## config.mk

```make
export PLATFORM = sky130hd
export DESIGN_NAME = pulse_width_measure_core
export DESIGN_NICKNAME = d
export VERILOG_FILES = /design/src/hdl/pwm_pkg.sv /design/src/hdl/pwm_cfg_regs.sv /design/src/hdl/pwm_tracker.sv /design/src/hdl/pulse_width_measure_core.sv
export VERILOG_INCLUDE_DIRS = /design/src /design/src/hdl
export SDC_FILE = /design/constraint.sdc
export NUM_CORES = 1
export LEC_CHECK = 0
export ABC_AREA = 1
export CAP_MARGIN = 10
export CORE_UTILIZATION = 40
export DETAILED_ROUTE_END_ITERATION = 8
export DONT_BUFFER_PORTS = 1
export PLACE_DENSITY = 0.64
export SYNTH_ARGS = -nofsm -noshare
export SYNTH_HDL_FRONTEND = slang
export SYNTH_HIERARCHICAL = 1
export SYNTH_SLANG_ARGS = --single-unit
export TNS_END_PERCENT = 1
```

## constraint.sdc

```tcl
create_clock -name clk_i -period 6.6 [get_ports clk_i]
set_input_delay 0.66 -clock clk_i [delete_from_list [all_inputs] [get_ports clk_i]]
set_output_delay 0.66 -clock clk_i [all_outputs]
set_load 0.05 [all_outputs]
```

## src/hdl/pulse_width_measure_core_defines.svh

```systemverilog
// ----------------------------------------------------------------------------
// Pulse width measure: assertion macros
// Shared assertion forms for the pulse width measure modules. The using
// module supplies clk_i and rst_ni.
// ----------------------------------------------------------------------------
`ifndef PULSE_WIDTH_MEASURE_CORE_DEFINES_SVH
`define PULSE_WIDTH_MEASURE_CORE_DEFINES_SVH

// Consequent must hold in the same cycle as the antecedent.
`define PWM_ASSERT_SAME(lbl, ante, cons, msg) \
  lbl: assert property (@(posedge clk_i) disable iff (!rst_ni) (ante) |-> (cons)) \
    else $error(msg);

// Consequent must hold in the cycle after the antecedent.
`define PWM_ASSERT_NEXT(lbl, ante, cons, msg) \
  lbl: assert property (@(posedge clk_i) disable iff (!rst_ni) (ante) |=> (cons)) \
    else $error(msg);

`endif

```

## src/hdl/pwm_pkg.sv

```systemverilog
// ----------------------------------------------------------------------------
// Pulse width measure: package
// Shared types and codes for the pulse width measure block.
// ----------------------------------------------------------------------------
`default_nettype none

package pwm_pkg;

  localparam int unsigned CFG_IDX_W  = 2;
  localparam int unsigned CFG_DATA_W = 32;
  localparam int unsigned PIN_SEL_W  = 5;
  localparam int unsigned TICK_W     = 32;

  // Register indexes of the configuration channel.
  localparam logic [CFG_IDX_W-1:0] CFG_PIN_SELECT    = 2'd0;
  localparam logic [CFG_IDX_W-1:0] CFG_ACTIVE_LEVEL  = 2'd1;
  localparam logic [CFG_IDX_W-1:0] CFG_TIMEOUT_TICKS = 2'd2;

  // Reset values of the registers.
  localparam logic [PIN_SEL_W-1:0] PIN_SELECT_RST    = '0;
  localparam logic                 ACTIVE_LEVEL_RST  = 1'b1;
  localparam logic [TICK_W-1:0]    TIMEOUT_TICKS_RST = 32'd1000000;

  // Input item kinds.
  localparam logic KIND_START  = 1'b0;
  localparam logic KIND_SAMPLE = 1'b1;

  typedef struct packed {
    logic [PIN_SEL_W-1:0] pin_select;
    logic                 active_level;
    logic [TICK_W-1:0]    timeout_ticks;
  } cfg_t;

  typedef struct packed {
    logic              valid;
    logic [TICK_W-1:0] pulse_width;
    logic              timed_out;
  } result_t;

endpackage

`default_nettype wire

```

## src/hdl/pwm_cfg_regs.sv

```systemverilog
// ----------------------------------------------------------------------------
// Pulse width measure: configuration registers
// Holds pin select, polarity and timeout limit written over the config channel.
// ----------------------------------------------------------------------------
`default_nettype none

module pwm_cfg_regs (
  input  wire logic                              clk_i,
  input  wire logic                              rst_ni,
  input  wire logic                              cfg_valid_i,
  input  wire logic [pwm_pkg::CFG_IDX_W-1:0]     cfg_index_i,
  input  wire logic [pwm_pkg::CFG_DATA_W-1:0]    cfg_data_i,
  output pwm_pkg::cfg_t                          cfg_o
);
  import pwm_pkg::*;

  cfg_t cfg_q;

  always_ff @(posedge clk_i or negedge rst_ni) begin
    if (!rst_ni) begin
      cfg_q.pin_select    <= PIN_SELECT_RST;
      cfg_q.active_level  <= ACTIVE_LEVEL_RST;
      cfg_q.timeout_ticks <= TIMEOUT_TICKS_RST;
    end else if (cfg_valid_i) begin
      unique case (cfg_index_i)
        CFG_PIN_SELECT:    cfg_q.pin_select    <= cfg_data_i[PIN_SEL_W-1:0];
        CFG_ACTIVE_LEVEL:  cfg_q.active_level  <= cfg_data_i[0];
        CFG_TIMEOUT_TICKS: cfg_q.timeout_ticks <= cfg_data_i[TICK_W-1:0];
        default: ; // unmapped index: drop the write
      endcase
    end
  end

  assign cfg_o = cfg_q;

endmodule

`default_nettype wire

```

## src/hdl/pwm_tracker.sv

```systemverilog
// ----------------------------------------------------------------------------
// Pulse width measure: phase tracker
// Phase state and tick counter; computes the result of one item per cycle, advancing only while fire_i is high.
// ----------------------------------------------------------------------------
`default_nettype none

`include "pulse_width_measure_core_defines.svh"

module pwm_tracker #(
  parameter int unsigned PIN_COUNT = 20
) (
  input  wire logic                        clk_i,
  input  wire logic                        rst_ni,
  input  wire logic                        fire_i,
  input  wire logic                        kind_i,
  input  wire logic [PIN_COUNT-1:0]        pin_levels_i,
  input  wire pwm_pkg::cfg_t               cfg_i,
  output pwm_pkg::result_t                 result_o
);
  import pwm_pkg::*;

  typedef enum logic [1:0] {
    PH_IDLE  = 2'd0,
    PH_DRAIN = 2'd1,
    PH_WAIT  = 2'd2,
    PH_COUNT = 2'd3
  } phase_e;

  phase_e              phase_q, phase_d;
  logic [TICK_W-1:0]   tick_count_q, tick_count_d;
  logic                pin_lvl;
  logic                act;
  logic [TICK_W-1:0]   base;
  logic                ends;
  logic                timeout;
  phase_e              stay_phase;
  result_t             res;

  // Pick the watched pin; out-of-range selects read as low.
  always_comb begin
    pin_lvl = 1'b0;
    for (int i = 0; i < PIN_COUNT; i++) begin
      if ({1'b0, cfg_i.pin_select} == 6'(i)) begin
        pin_lvl = pin_levels_i[i];
      end
    end
  end

  assign act = (pin_lvl == cfg_i.active_level);

  // Resolve fall-through between phases to one counter value and one compare.
  always_comb begin
    base       = tick_count_q;
    ends       = 1'b0;
    stay_phase = phase_q;
    unique case (phase_q)
      PH_DRAIN: stay_phase = act ? PH_DRAIN : PH_WAIT;
      PH_WAIT: begin
        if (act) begin
          stay_phase = PH_COUNT;
          base       = '0;
        end
      end
      PH_COUNT: ends = !act;
      PH_IDLE:  stay_phase = PH_IDLE;
      default:  stay_phase = PH_IDLE;
    endcase
  end

  assign timeout = (base >= cfg_i.timeout_ticks);

  always_comb begin
    phase_d      = phase_q;
    tick_count_d = tick_count_q;
    res          = '0;
    if (kind_i == KIND_START) begin
      phase_d      = PH_DRAIN;
      tick_count_d = '0;
    end else if (phase_q != PH_IDLE) begin
      if (ends) begin
        res.valid       = 1'b1;
        res.pulse_width = tick_count_q;
        phase_d         = PH_IDLE;
        tick_count_d    = '0;
      end else if (timeout) begin
        res.valid     = 1'b1;
        res.timed_out = 1'b1;
        phase_d       = PH_IDLE;
        tick_count_d  = '0;
      end else begin
        phase_d      = stay_phase;
        tick_count_d = base + TICK_W'(1);
      end
    end
  end

  always_ff @(posedge clk_i or negedge rst_ni) begin
    if (!rst_ni) begin
      phase_q      <= PH_IDLE;
      tick_count_q <= '0;
    end else if (fire_i) begin
      phase_q      <= phase_d;
      tick_count_q <= tick_count_d;
    end
  end

  assign result_o = res;

  `PWM_ASSERT_SAME(a_idle_cnt_zero, phase_q == PH_IDLE, tick_count_q == '0,
                   "tick counter not cleared while idle")
  `PWM_ASSERT_SAME(a_res_needs_run, res.valid,
                   kind_i == KIND_SAMPLE && phase_q != PH_IDLE,
                   "result produced outside a measurement")
  `PWM_ASSERT_NEXT(a_start_arms, fire_i && kind_i == KIND_START,
                   phase_q == PH_DRAIN && tick_count_q == '0,
                   "start item did not arm the tracker")

endmodule

`default_nettype wire

```

## src/hdl/pulse_width_measure_core.sv

```systemverilog
// ----------------------------------------------------------------------------
// Pulse width measure core
// Measures the width of one pulse of a chosen polarity on a selected pin.
// ----------------------------------------------------------------------------
// Usage:
//   Slave stream carries items: tuser is the kind (0 start, 1 sample), tdata
//   holds the level of every pin. A start beat arms a measurement; each
//   sample beat is one tick. The core first waits out a pulse already in
//   progress, waits for a new pulse, then counts active samples until the
//   pin goes idle, and sends that count on the master stream. If any phase
//   reaches timeout_ticks samples, the result is width 0 with tuser set.
//   Config channel writes pin_select (0), active_level (1), timeout_ticks (2);
//   it is always ready and other indexes are dropped.
// Timing:
//   One beat per cycle sustained while the result stream is not stalled. A
//   beat lands in the input register, is resolved by the tracker, and its
//   result is loaded into the output register, which drives tvalid, once
//   the tracker fires. The rate is set by the counter update and compare.
// Reset:
//   Pipeline empties, tracker idles with counter zero, registers take their
//   defaults (pin 0, high pulse, 1000000 ticks).
// Back-pressure:
//   While the result register waits on tready, the tracker holds; one more
//   beat is taken only if the input register is empty, then tready drops.
// ----------------------------------------------------------------------------
`default_nettype none

`include "pulse_width_measure_core_defines.svh"

module pulse_width_measure_core #(
  parameter int unsigned PIN_COUNT = 20,
  localparam int unsigned InDataW  = ((PIN_COUNT + 7) / 8) * 8
) (
  input  wire logic                           clk_i,
  input  wire logic                           rst_ni,
  // Input item stream
  input  wire logic                           s_axis_tvalid_i,
  output logic                                s_axis_tready_o,
  input  wire logic [InDataW-1:0]             s_axis_tdata_i,  // [PIN_COUNT-1:0] pin_levels
  input  wire logic                           s_axis_tuser_i,  // [0] kind
  // Result stream
  output logic                                m_axis_tvalid_o,
  input  wire logic                           m_axis_tready_i,
  output logic [pwm_pkg::TICK_W-1:0]          m_axis_tdata_o,  // [31:0] pulse_width
  output logic                                m_axis_tuser_o,  // [0] timed_out
  // Configuration write channel
  input  wire logic                           cfg_valid_i,
  output logic                                cfg_ready_o,
  input  wire logic [pwm_pkg::CFG_IDX_W-1:0]  cfg_index_i,
  input  wire logic [pwm_pkg::CFG_DATA_W-1:0] cfg_data_i
);
  import pwm_pkg::*;

  cfg_t                  cfg;
  result_t               res;
  logic                  in_valid_q;
  logic                  in_kind_q;
  logic [PIN_COUNT-1:0]  in_levels_q;
  logic                  fire;
  logic                  s_fire;
  logic                  out_valid_q;
  logic [TICK_W-1:0]     out_width_q;
  logic                  out_timed_q;

  assign cfg_ready_o = 1'b1;

  pwm_cfg_regs u_cfg (
    .clk_i       (clk_i),
    .rst_ni      (rst_ni),
    .cfg_valid_i (cfg_valid_i),
    .cfg_index_i (cfg_index_i),
    .cfg_data_i  (cfg_data_i),
    .cfg_o       (cfg)
  );

  // Advance the tracker whenever the result register can take its output.
  assign fire            = in_valid_q && (!out_valid_q || m_axis_tready_i);
  assign s_axis_tready_o = !in_valid_q || fire;
  assign s_fire          = s_axis_tvalid_i && s_axis_tready_o;

  // Input register: valid resets, payload does not.
  always_ff @(posedge clk_i or negedge rst_ni) begin
    if (!rst_ni) begin
      in_valid_q <= 1'b0;
    end else if (s_axis_tready_o) begin
      in_valid_q <= s_axis_tvalid_i;
    end
  end

  always_ff @(posedge clk_i) begin
    if (s_fire) begin
      in_kind_q   <= s_axis_tuser_i;
      in_levels_q <= s_axis_tdata_i[PIN_COUNT-1:0];
    end
  end

  pwm_tracker #(
    .PIN_COUNT (PIN_COUNT)
  ) u_tracker (
    .clk_i        (clk_i),
    .rst_ni       (rst_ni),
    .fire_i       (fire),
    .kind_i       (in_kind_q),
    .pin_levels_i (in_levels_q),
    .cfg_i        (cfg),
    .result_o     (res)
  );

  // Result register: load a new result, drop it once taken.
  always_ff @(posedge clk_i or negedge rst_ni) begin
    if (!rst_ni) begin
      out_valid_q <= 1'b0;
    end else if (fire && res.valid) begin
      out_valid_q <= 1'b1;
    end else if (m_axis_tready_i) begin
      out_valid_q <= 1'b0;
    end
  end

  always_ff @(posedge clk_i) begin
    if (fire && res.valid) begin
      out_width_q <= res.pulse_width;
      out_timed_q <= res.timed_out;
    end
  end

  assign m_axis_tvalid_o = out_valid_q;
  assign m_axis_tdata_o  = out_width_q;
  assign m_axis_tuser_o  = out_timed_q;

  `PWM_ASSERT_SAME(a_timeout_zero, m_axis_tvalid_o && m_axis_tuser_o,
                   m_axis_tdata_o == '0, "timeout result with nonzero width")
  `PWM_ASSERT_SAME(a_stall_only_full, !s_axis_tready_o, in_valid_q,
                   "input stalled with an empty input register")
  `PWM_ASSERT_NEXT(a_result_lands, fire && res.valid, m_axis_tvalid_o,
                   "tracker result not presented")

endmodule

`default_nettype wire

```

==> results of run 1 <==
[cell families (layout without fill, tap and decap cells)]
kind of cell,Yosys count,in the layout,share of synthesized area
other cells,1,1,0.000507
flops,128,128,0.471
compound gates,78,78,0.0618
simple gates,502,502,0.310
fa+ha+maj,33,33,0.0558
xor+xnor,1,1,0.00118
buf+inv,176,185,0.0997
[metrics by stage]
step	setup WS, ns	hold WS (ns)	cell area (um^2)	std cells
2_1_floorplan	0.759	0.364	7390	919
3_3_place_gp	1.03	0.369	7540	1123
3_5_place_dp	0.918	0.370	7540	1123
4_1_cts	0.898	0.0625	8140	1156
5_1_grt	0.212	0.0597	8170	1157
6_report	0.823	0.0806	8170	1157
[cells in the mapped netlist, types with 4 or more instances]
cell,n
buf_6,5
o31ai_1,5
nand3_2,6
o211ai_1,4
nor2_2,12
nor2_4,4
buf_2,15
inv_2,7
nand4_1,46
nor2_1,110
o21ai_0,25
nand3_1,74
nand2_1,226
ha_1,33
dfstp_2,8
inv_1,138
nor3_1,6
o22ai_1,8
edfxtp_1,54
dfrtp_1,66
clkbuf_1,5
a21oi_1,23
[cells in the final DEF (no fill, tap or decap), drive strengths merged, types with 7 or more instances in the layout]
cell type	instances
nor3	10
o21ai	27
o22ai	8
nand3	81
edfxtp	54
dfstp	8
nand4	47
ha	33
buf	7
inv	153
nor2	126
a21oi	23
clkbuf	17
dfrtp	66
nand2	230
[timing repair]
item,CTS,global route
gates resized for setup,0,0
endpoints found under the hold margin,66,0
hold buffers,1,0
setup endpoints to repair,0,0
[layout make-up]
class                           instances  area [um^2]  share of cell area
Timing Repair Buffer                    7         92.6              0.0113
Tap cell                              229          287              0.0351
Clock buffer                           17          425              0.0521
Sequential cell                       128         3480               0.427
Inverter                              146          548              0.0671
Clock inverter                         15          149              0.0182
Multi-Input combinational cell        615         3180               0.390
[worst max-delay path, delay by kind of cell (launching register included)]
family	cells	cell delay (ns)
buf+inv	6	1.12
compound gates	8	1.43
fa+ha+maj	1	0.26
flops	1	0.46
simple gates	23	2.42
[registers in the layout, summed over array words and instances (netlist names)]
signal and flops:
u_cfg/cfg_o 38, m_axis_tdata_o 32, u_tracker/tick_count_q 32, in_levels_q 20
u_tracker/phase_q 2, in_kind_q 1, in_valid_q 1, m_axis_tuser_o 1
m_axis_tvalid_o 1
[final timing paths]
path,to,cells past startpoint,startpoint
hold reg to reg,u_cfg/cfg_o[14],2,u_cfg/cfg_o[14]
max in group asynchronous,u_cfg/cfg_o[1],1,rst_ni
min in group clk_i,in_levels_q[8],0,s_axis_tdata_i[8]
setup / recovery,u_tracker/tick_count_q[10],38,u_cfg/cfg_o[33]
hold / removal,u_cfg/cfg_o[9],0,rst_ni
setup reg to reg,u_tracker/tick_count_q[10],38,u_cfg/cfg_o[33]
[metal layers]
| metal | up-vias | track usage | wire length (um) |
|---|---|---|---|
| met5 | - | 0 | 0 |
| met4 | 0 | 0.0857 | 371 |
| met3 | 27 | 0.0442 | 978 |
| met2 | 186 | 0.301 | 7790 |
| met1 | 2802 | 0.299 | 9040 |
| li1 | 3013 | - | - |
[power by group]
group | internal, uW | leakage [uW] | switching, uW
clock | 529 | 0.000266 | 398
combinational | 109 | 0.00195 | 248
sequential | 903 | 0.00149 | 61.4
total | 1540 | 0.00371 | 706
==> summary by stage, run 1 <==
STA
The worst slew margin relative to its limit is 0.486. The final number of max-transition violations was 0. The worst clock skew is about 0.010 ns. After routing, the total negative slack on setup checks comes to 0 ns. For the pin with the worst max-slew slack, the measured transition is about 0.77 ns. Setup violations remaining at the end of the flow were counted as 0.

The final hold violation count is 0. For this run, the top clock speed supported by timing is around 170 MHz. The smallest clock period supported by the final layout is computed as between 5 and 6 ns. Of the available clock period, the critical path in the final layout requires 0.875. Setup repair after global routing left no endpoint under its margin.

Placed design
Routability-driven placement finished with a final weighted congestion of ~0.9. The count of buffers added on input and output ports is 0. Detailed placement finished with a half-perimeter wire length of around 13000 um.

Clocking
The H-tree was split into 4 levels. The buffer levels on the longest clock path is 2. After clock tree synthesis, the clock-pin slew on the worst setup and hold paths is about 0.060 ns. The tree is rooted in a clkbuf_16. Once the clock tree was built, the setup fixing pass inserted 0 buffers. The number of CTS-inserted buffers is 17. The clock tree from TritonCTS is yes. CTS saw about 130 sinks.

The later pin in the worst-skew pair is clocked with a latency of between 0.4 and 0.5 ns.

Die
In this run the count of I/O pins placed on the die edge is 100. The initial core utilization is 0.410. The row count is 49. The chip width is approximately 140 um. The die span in y is roughly 140 um. The area of the core is around 0.018 mm^2. The die area is 0.0190 mm^2.

Yosys
The warning count from the yosys run is 6. The number of enable flip-flop cells after synthesis is 54. Each instance of the synthesized netlist takes up on average 8.05 um^2. The fraction of the yosys area taken by sequential cells is 0.471. The number of nets handed over by synthesis was between 1000 and 1500. The share of synthesized area in the top cell type comes to 0.223. After synthesis, the cell types taking the most area are dfrtp_1, edfxtp_1, nand2_1. For this run, the leading register cell type out of synthesis is dfrtp_1. The top cell type by total area after synthesis is dfrtp_1. In this run the cell area of the synthesized design comes to about 0.0074 mm^2. The count of distinct cell types in the synthesized netlist is 50. Counting flops and latches in the post-synthesis netlist gives 128.

For this run, asynchronously set or reset flops after synthesis account for 0.578. In the synthesized netlist, the number of instances is a little over 900.

Layout
The repair_antennas step left the layout with diodes totalling 0. The number of inserted filler cells in the final layout is ~1800. The area growth from synthesis to layout is 10.4%.

The net count reported at finish is slightly above 1000. Of the cells placed in the final design, the portion with a size suffix greater than 1 is 0.100. The core utilization of the finished layout is 0.453.

Power and ir drop
Summed over all cells, the static leakage comes to ~0.0037 uW. The power density normalized to cell area is ~280 mW/mm^2. Power comes to approximately 2200 uW. Across the VDD grid, the largest voltage drop is between 200 and 250 uV.

Setup path
The type of element launching the critical path is a flip-flop. For this design, the slowest cell found on the critical path is dfrtp_1. The cell type with the highest occurrence count on the critical path is nand2_1. The required time of the critical path is 6.94 ns. Of all nets on the critical path, the largest fanout is 28. The delay of the slowest critical-path stage is around 0.46 ns. The arrival time of the worst setup path is between 6 and 7 ns.

The setup slack of the worst register-to-register path is 0.82 ns. STA classifies the critical path endpoint as a flip-flop. The worst setup path category is flip-flop to flip-flop.

Global routing
The all-layer global routing usage is 0.208. The sum of overflow across all layers after global routing is 0. Entering global routing, the biggest net connects 67 pins. The initial antenna violation count is 0. The number of global-route vias before repair is about 5800.

The wire length of the first global-routing pass is ~30000 um.

Run
Across the run, the number of max-cap violations was 0.

Route
After detailed routing, the number of remaining DRC violations is 0. The initial DRC count is just over 400. The number of vias per cell is ~5.2.

The number of routed nets with antenna violations is 0. The aggregate routed wire length is 18200 um. The total iterations of the first detailed-routing run is 5. The average detailed-routed wire length per instance is between 15 and 20 um. Detailed routing inserted a total of around 6000 vias.

Hold path
The worst hold path belongs to the class input port to asynchronous set/reset pin.

Run status
The run finished with clean final reports.
Note: power is estimated with default switching activity, not from simulation.
==> run 2, diff against run 1 <==
--- a/config.mk
+++ b/config.mk
@@ -8,12 +8,12 @@
 export LEC_CHECK = 0
 export ABC_AREA = 1
 export CAP_MARGIN = 10
+export CORE_ASPECT_RATIO = 1.75
 export CORE_UTILIZATION = 40
 export DETAILED_ROUTE_END_ITERATION = 8
 export DONT_BUFFER_PORTS = 1
-export PLACE_DENSITY = 0.64
 export SYNTH_ARGS = -nofsm -noshare
 export SYNTH_HDL_FRONTEND = slang
 export SYNTH_HIERARCHICAL = 1
 export SYNTH_SLANG_ARGS = --single-unit
-export TNS_END_PERCENT = 1
+export TNS_END_PERCENT = 50
==> summary by stage, run 2 (synthesis results as in run 1) <==
Global routing
The all-layer global routing usage is 0.207 (was 0.208). The wire length of the first global-routing pass is 30000 um (was 29700 um). The initial antenna violation count is 0 (unchanged). The number of global-route vias before repair came to 5818 (was 5776). The pin count of the biggest net entering global routing is 67 (unchanged).

The sum of overflow across all layers after global routing came to 0 (unchanged).

Route
The number of vias in the routed layout came to 5944 (was 6028). The average detailed-routed wire length per instance is 16.2 um (was 15.7 um). The initial DRC count is 286 (was 413). The total iterations of the first detailed-routing run was 7 (was 5). The number of routed nets with antenna violations is 0 (unchanged). The detailed-route DRC error count is 0 (unchanged). The aggregate routed wire length was 18800 um (was 18200 um).

The number of vias per cell was 5.12 (was 5.21).

Setup path
The arrival time of the worst setup path is 5.80 ns (was 6.12 ns). The critical path depth is 39 (was 38). The endpoint of the worst-slack reg-to-reg timing path is m_axis_tdata_o[0] (was u_tracker/tick_count_q[10]). The type of element launching the critical path is a flip-flop (unchanged).

The kind of cell with the highest combined delay on the critical path is simple AND/OR/NAND/NOR gates (unchanged). The required time of the critical path is 6.72 ns (was 6.94 ns). The cell type with the highest occurrence count on the critical path is nand2_1 (unchanged). The delay of the slowest critical-path stage is 0.48 ns (was 0.46 ns).

The buffer and inverter count on the worst path is 5 (was 6). The endpoint class of the critical path was a flip-flop (unchanged). The cell with the biggest individual delay on the critical path is dfrtp_1 (unchanged). The setup slack of the worst register-to-register path is 0.91 ns (was 0.82 ns).

The worst setup path category is flip-flop to flip-flop (unchanged). The number of cells traversed by the worst register-to-register path is 39 (was 38). The largest fanout on the critical path is 33 (was 28). The startpoint of the worst register-to-register path is u_cfg/cfg_o[33] (unchanged).

STA
The worst clock skew is 0.0123 ns (was 0.0104 ns). The worst slew margin relative to its limit is 0.243 (was 0.486). The final number of max-transition violations was 0 (unchanged).

The accumulated negative setup slack is 0 ns (unchanged). The shortest period the worst path allows is 5.69 ns (was 5.78 ns). The timing-limited maximum frequency is 176 MHz (was 173 MHz). The final hold violation count is 0 (unchanged). The number of setup violations in the final report came to 0 (unchanged). The post-route clock period utilization was 0.862 (was 0.875). The actual slew at the worst max-slew pin is 1.13 ns (was 0.770 ns).

Setup repair after global routing missed its margin: false (unchanged).

Layout
The fraction of final layout cells sized beyond drive strength 1 was 0.0981 (was 0.100). The core utilization of the finished layout is 0.457 (was 0.453). The final standard cell count with taps included and fillers excluded came to 1162 (was 1157). Commonest cells after routing, fill and taps aside: nand2_1, inv_1, nor2_1, nand3_1, dfrtp_1 (unchanged). The number of inserted filler cells in the final layout was 1789 (was 1823). The count of antenna diodes in the layout came to 0 (unchanged). The most common cell after layout, fill and taps aside is nand2_1 (unchanged). The post-route cell area is 0.00826 mm^2 (was 0.00817 mm^2).

The area overhead of the layout relative to synthesis is 11.7% (was 10.4%). The flip-flop count of the largest register, all copies and words added is 38 (unchanged). The net count reported at finish is 1012 (unchanged).

Power and ir drop
The static leakage is 0.00377 uW (was 0.00371 uW). The worst-case vdd ir drop is 154 uV (was 210 uV). The power density normalized to cell area is 287 mW/mm^2 (was 275 mW/mm^2).

Placed design
The final weighted congestion in routability-driven placement is 0.954 (was 0.910). The count of buffers inserted at the top-level ports is 0 (unchanged). The half-perimeter wire length after placement is 13900 um (was 13100 um). The placed standard-cell area was 0.00758 mm^2 (was 0.00754 mm^2).

The cell total after placement is 1129 (was 1123).

Die
The area of the core is 0.0181 mm^2 (was 0.0180 mm^2). The number of placed I/O pins is 100 (unchanged). The initial core utilization is 0.410 (about the same). The die span in y came to 182 um (was 138 um). The die area is 0.0191 mm^2 (was 0.0190 mm^2). The chip width came to 105 um (was 138 um).

The row count is 65 (was 49).

Clocking
The number of levels the H-tree was split into is 4 (unchanged). The buffer levels on the longest clock path is 2 (unchanged). The buffer cell driving the clock tree root is clkbuf_16 (unchanged). The number of CTS-inserted buffers is 17 (unchanged).

The later-pin clock latency in the skew report is 0.43 ns (about the same). The CTS clock-pin slew for the worst setup and hold paths came to 0.06 ns (about the same). The number of sinks driven by the clock tree is 128 (unchanged). The clock tree from TritonCTS is yes (unchanged).

Hold path
The path type of the worst min-delay path was input port to asynchronous set/reset pin (unchanged).

Run status
Status: finished clean (unchanged).

Run
The number of max-cap violations is 0 (unchanged).
==> run 2: changes by cell type in the layout (fill, tap and decap cells not counted), sizes merged <==
cell      change
clkinvlp      -5
inv           -5
clkbuf        +4
bufinv        +3
clkinv        +3
==> run 2: routing by layer <==
metal,share of wire,track usage,up-vias
met3,0.056,0.0510,48
met1,0.38,0.217,2698
met4,0.044,0.113,0
li1,-,-,3011
met2,0.52,0.376,187
met5,0,0,-
==> run 2: worst max-delay path by stage <==
stage / start / to
floorplan: u_cfg/cfg_o[37] / m_axis_tdata_o[0]
global placement: u_cfg/cfg_o[33] / m_axis_tdata_o[0]
detailed placement: u_cfg/cfg_o[36] / m_axis_tdata_o[1]
CTS: u_cfg/cfg_o[34] / m_axis_tdata_o[2]
global route: u_cfg/cfg_o[33] / m_axis_tdata_o[1]
finish: u_cfg/cfg_o[33] / m_axis_tdata_o[0]
==> run 2: layout make-up <==
cell class	count	area, um^2	area share
clock buffer	21	483	0.0585
multi-input combinational	615	3180	0.385
timing repair buffer	7	97.6	0.0118
clock inverter	11	173	0.0209
inverter	146	548	0.0664
sequential	128	3480	0.422
tap	234	293	0.0354
==> run 2: repair_timing <==
item / CTS / global route
hold buffers: 1 / 0
resized for setup: 0 / 0
hold endpoints to repair: 66 / 0
buffers inserted: 0 / 0
==> run 2: stage by stage <==
step           hold WS, ns  power (uW)  setup WS, ns
6_report            0.0793        2370         0.912
5_1_grt             0.0618        2480         0.296
4_1_cts             0.0607        2400         0.861
3_5_place_dp         0.367        1330         0.892
3_3_place_gp         0.368        1320         0.927
2_1_floorplan        0.364        1240         0.759
==> run 2: report_power, final <==
group / leakage (uW) / internal (uW) / switching [uW]
Clock: 0.000323 / 680 / 366
Combinational: 0.00195 / 110 / 249
Sequential: 0.00149 / 903 / 63.8
Total: 0.00377 / 1690 / 678
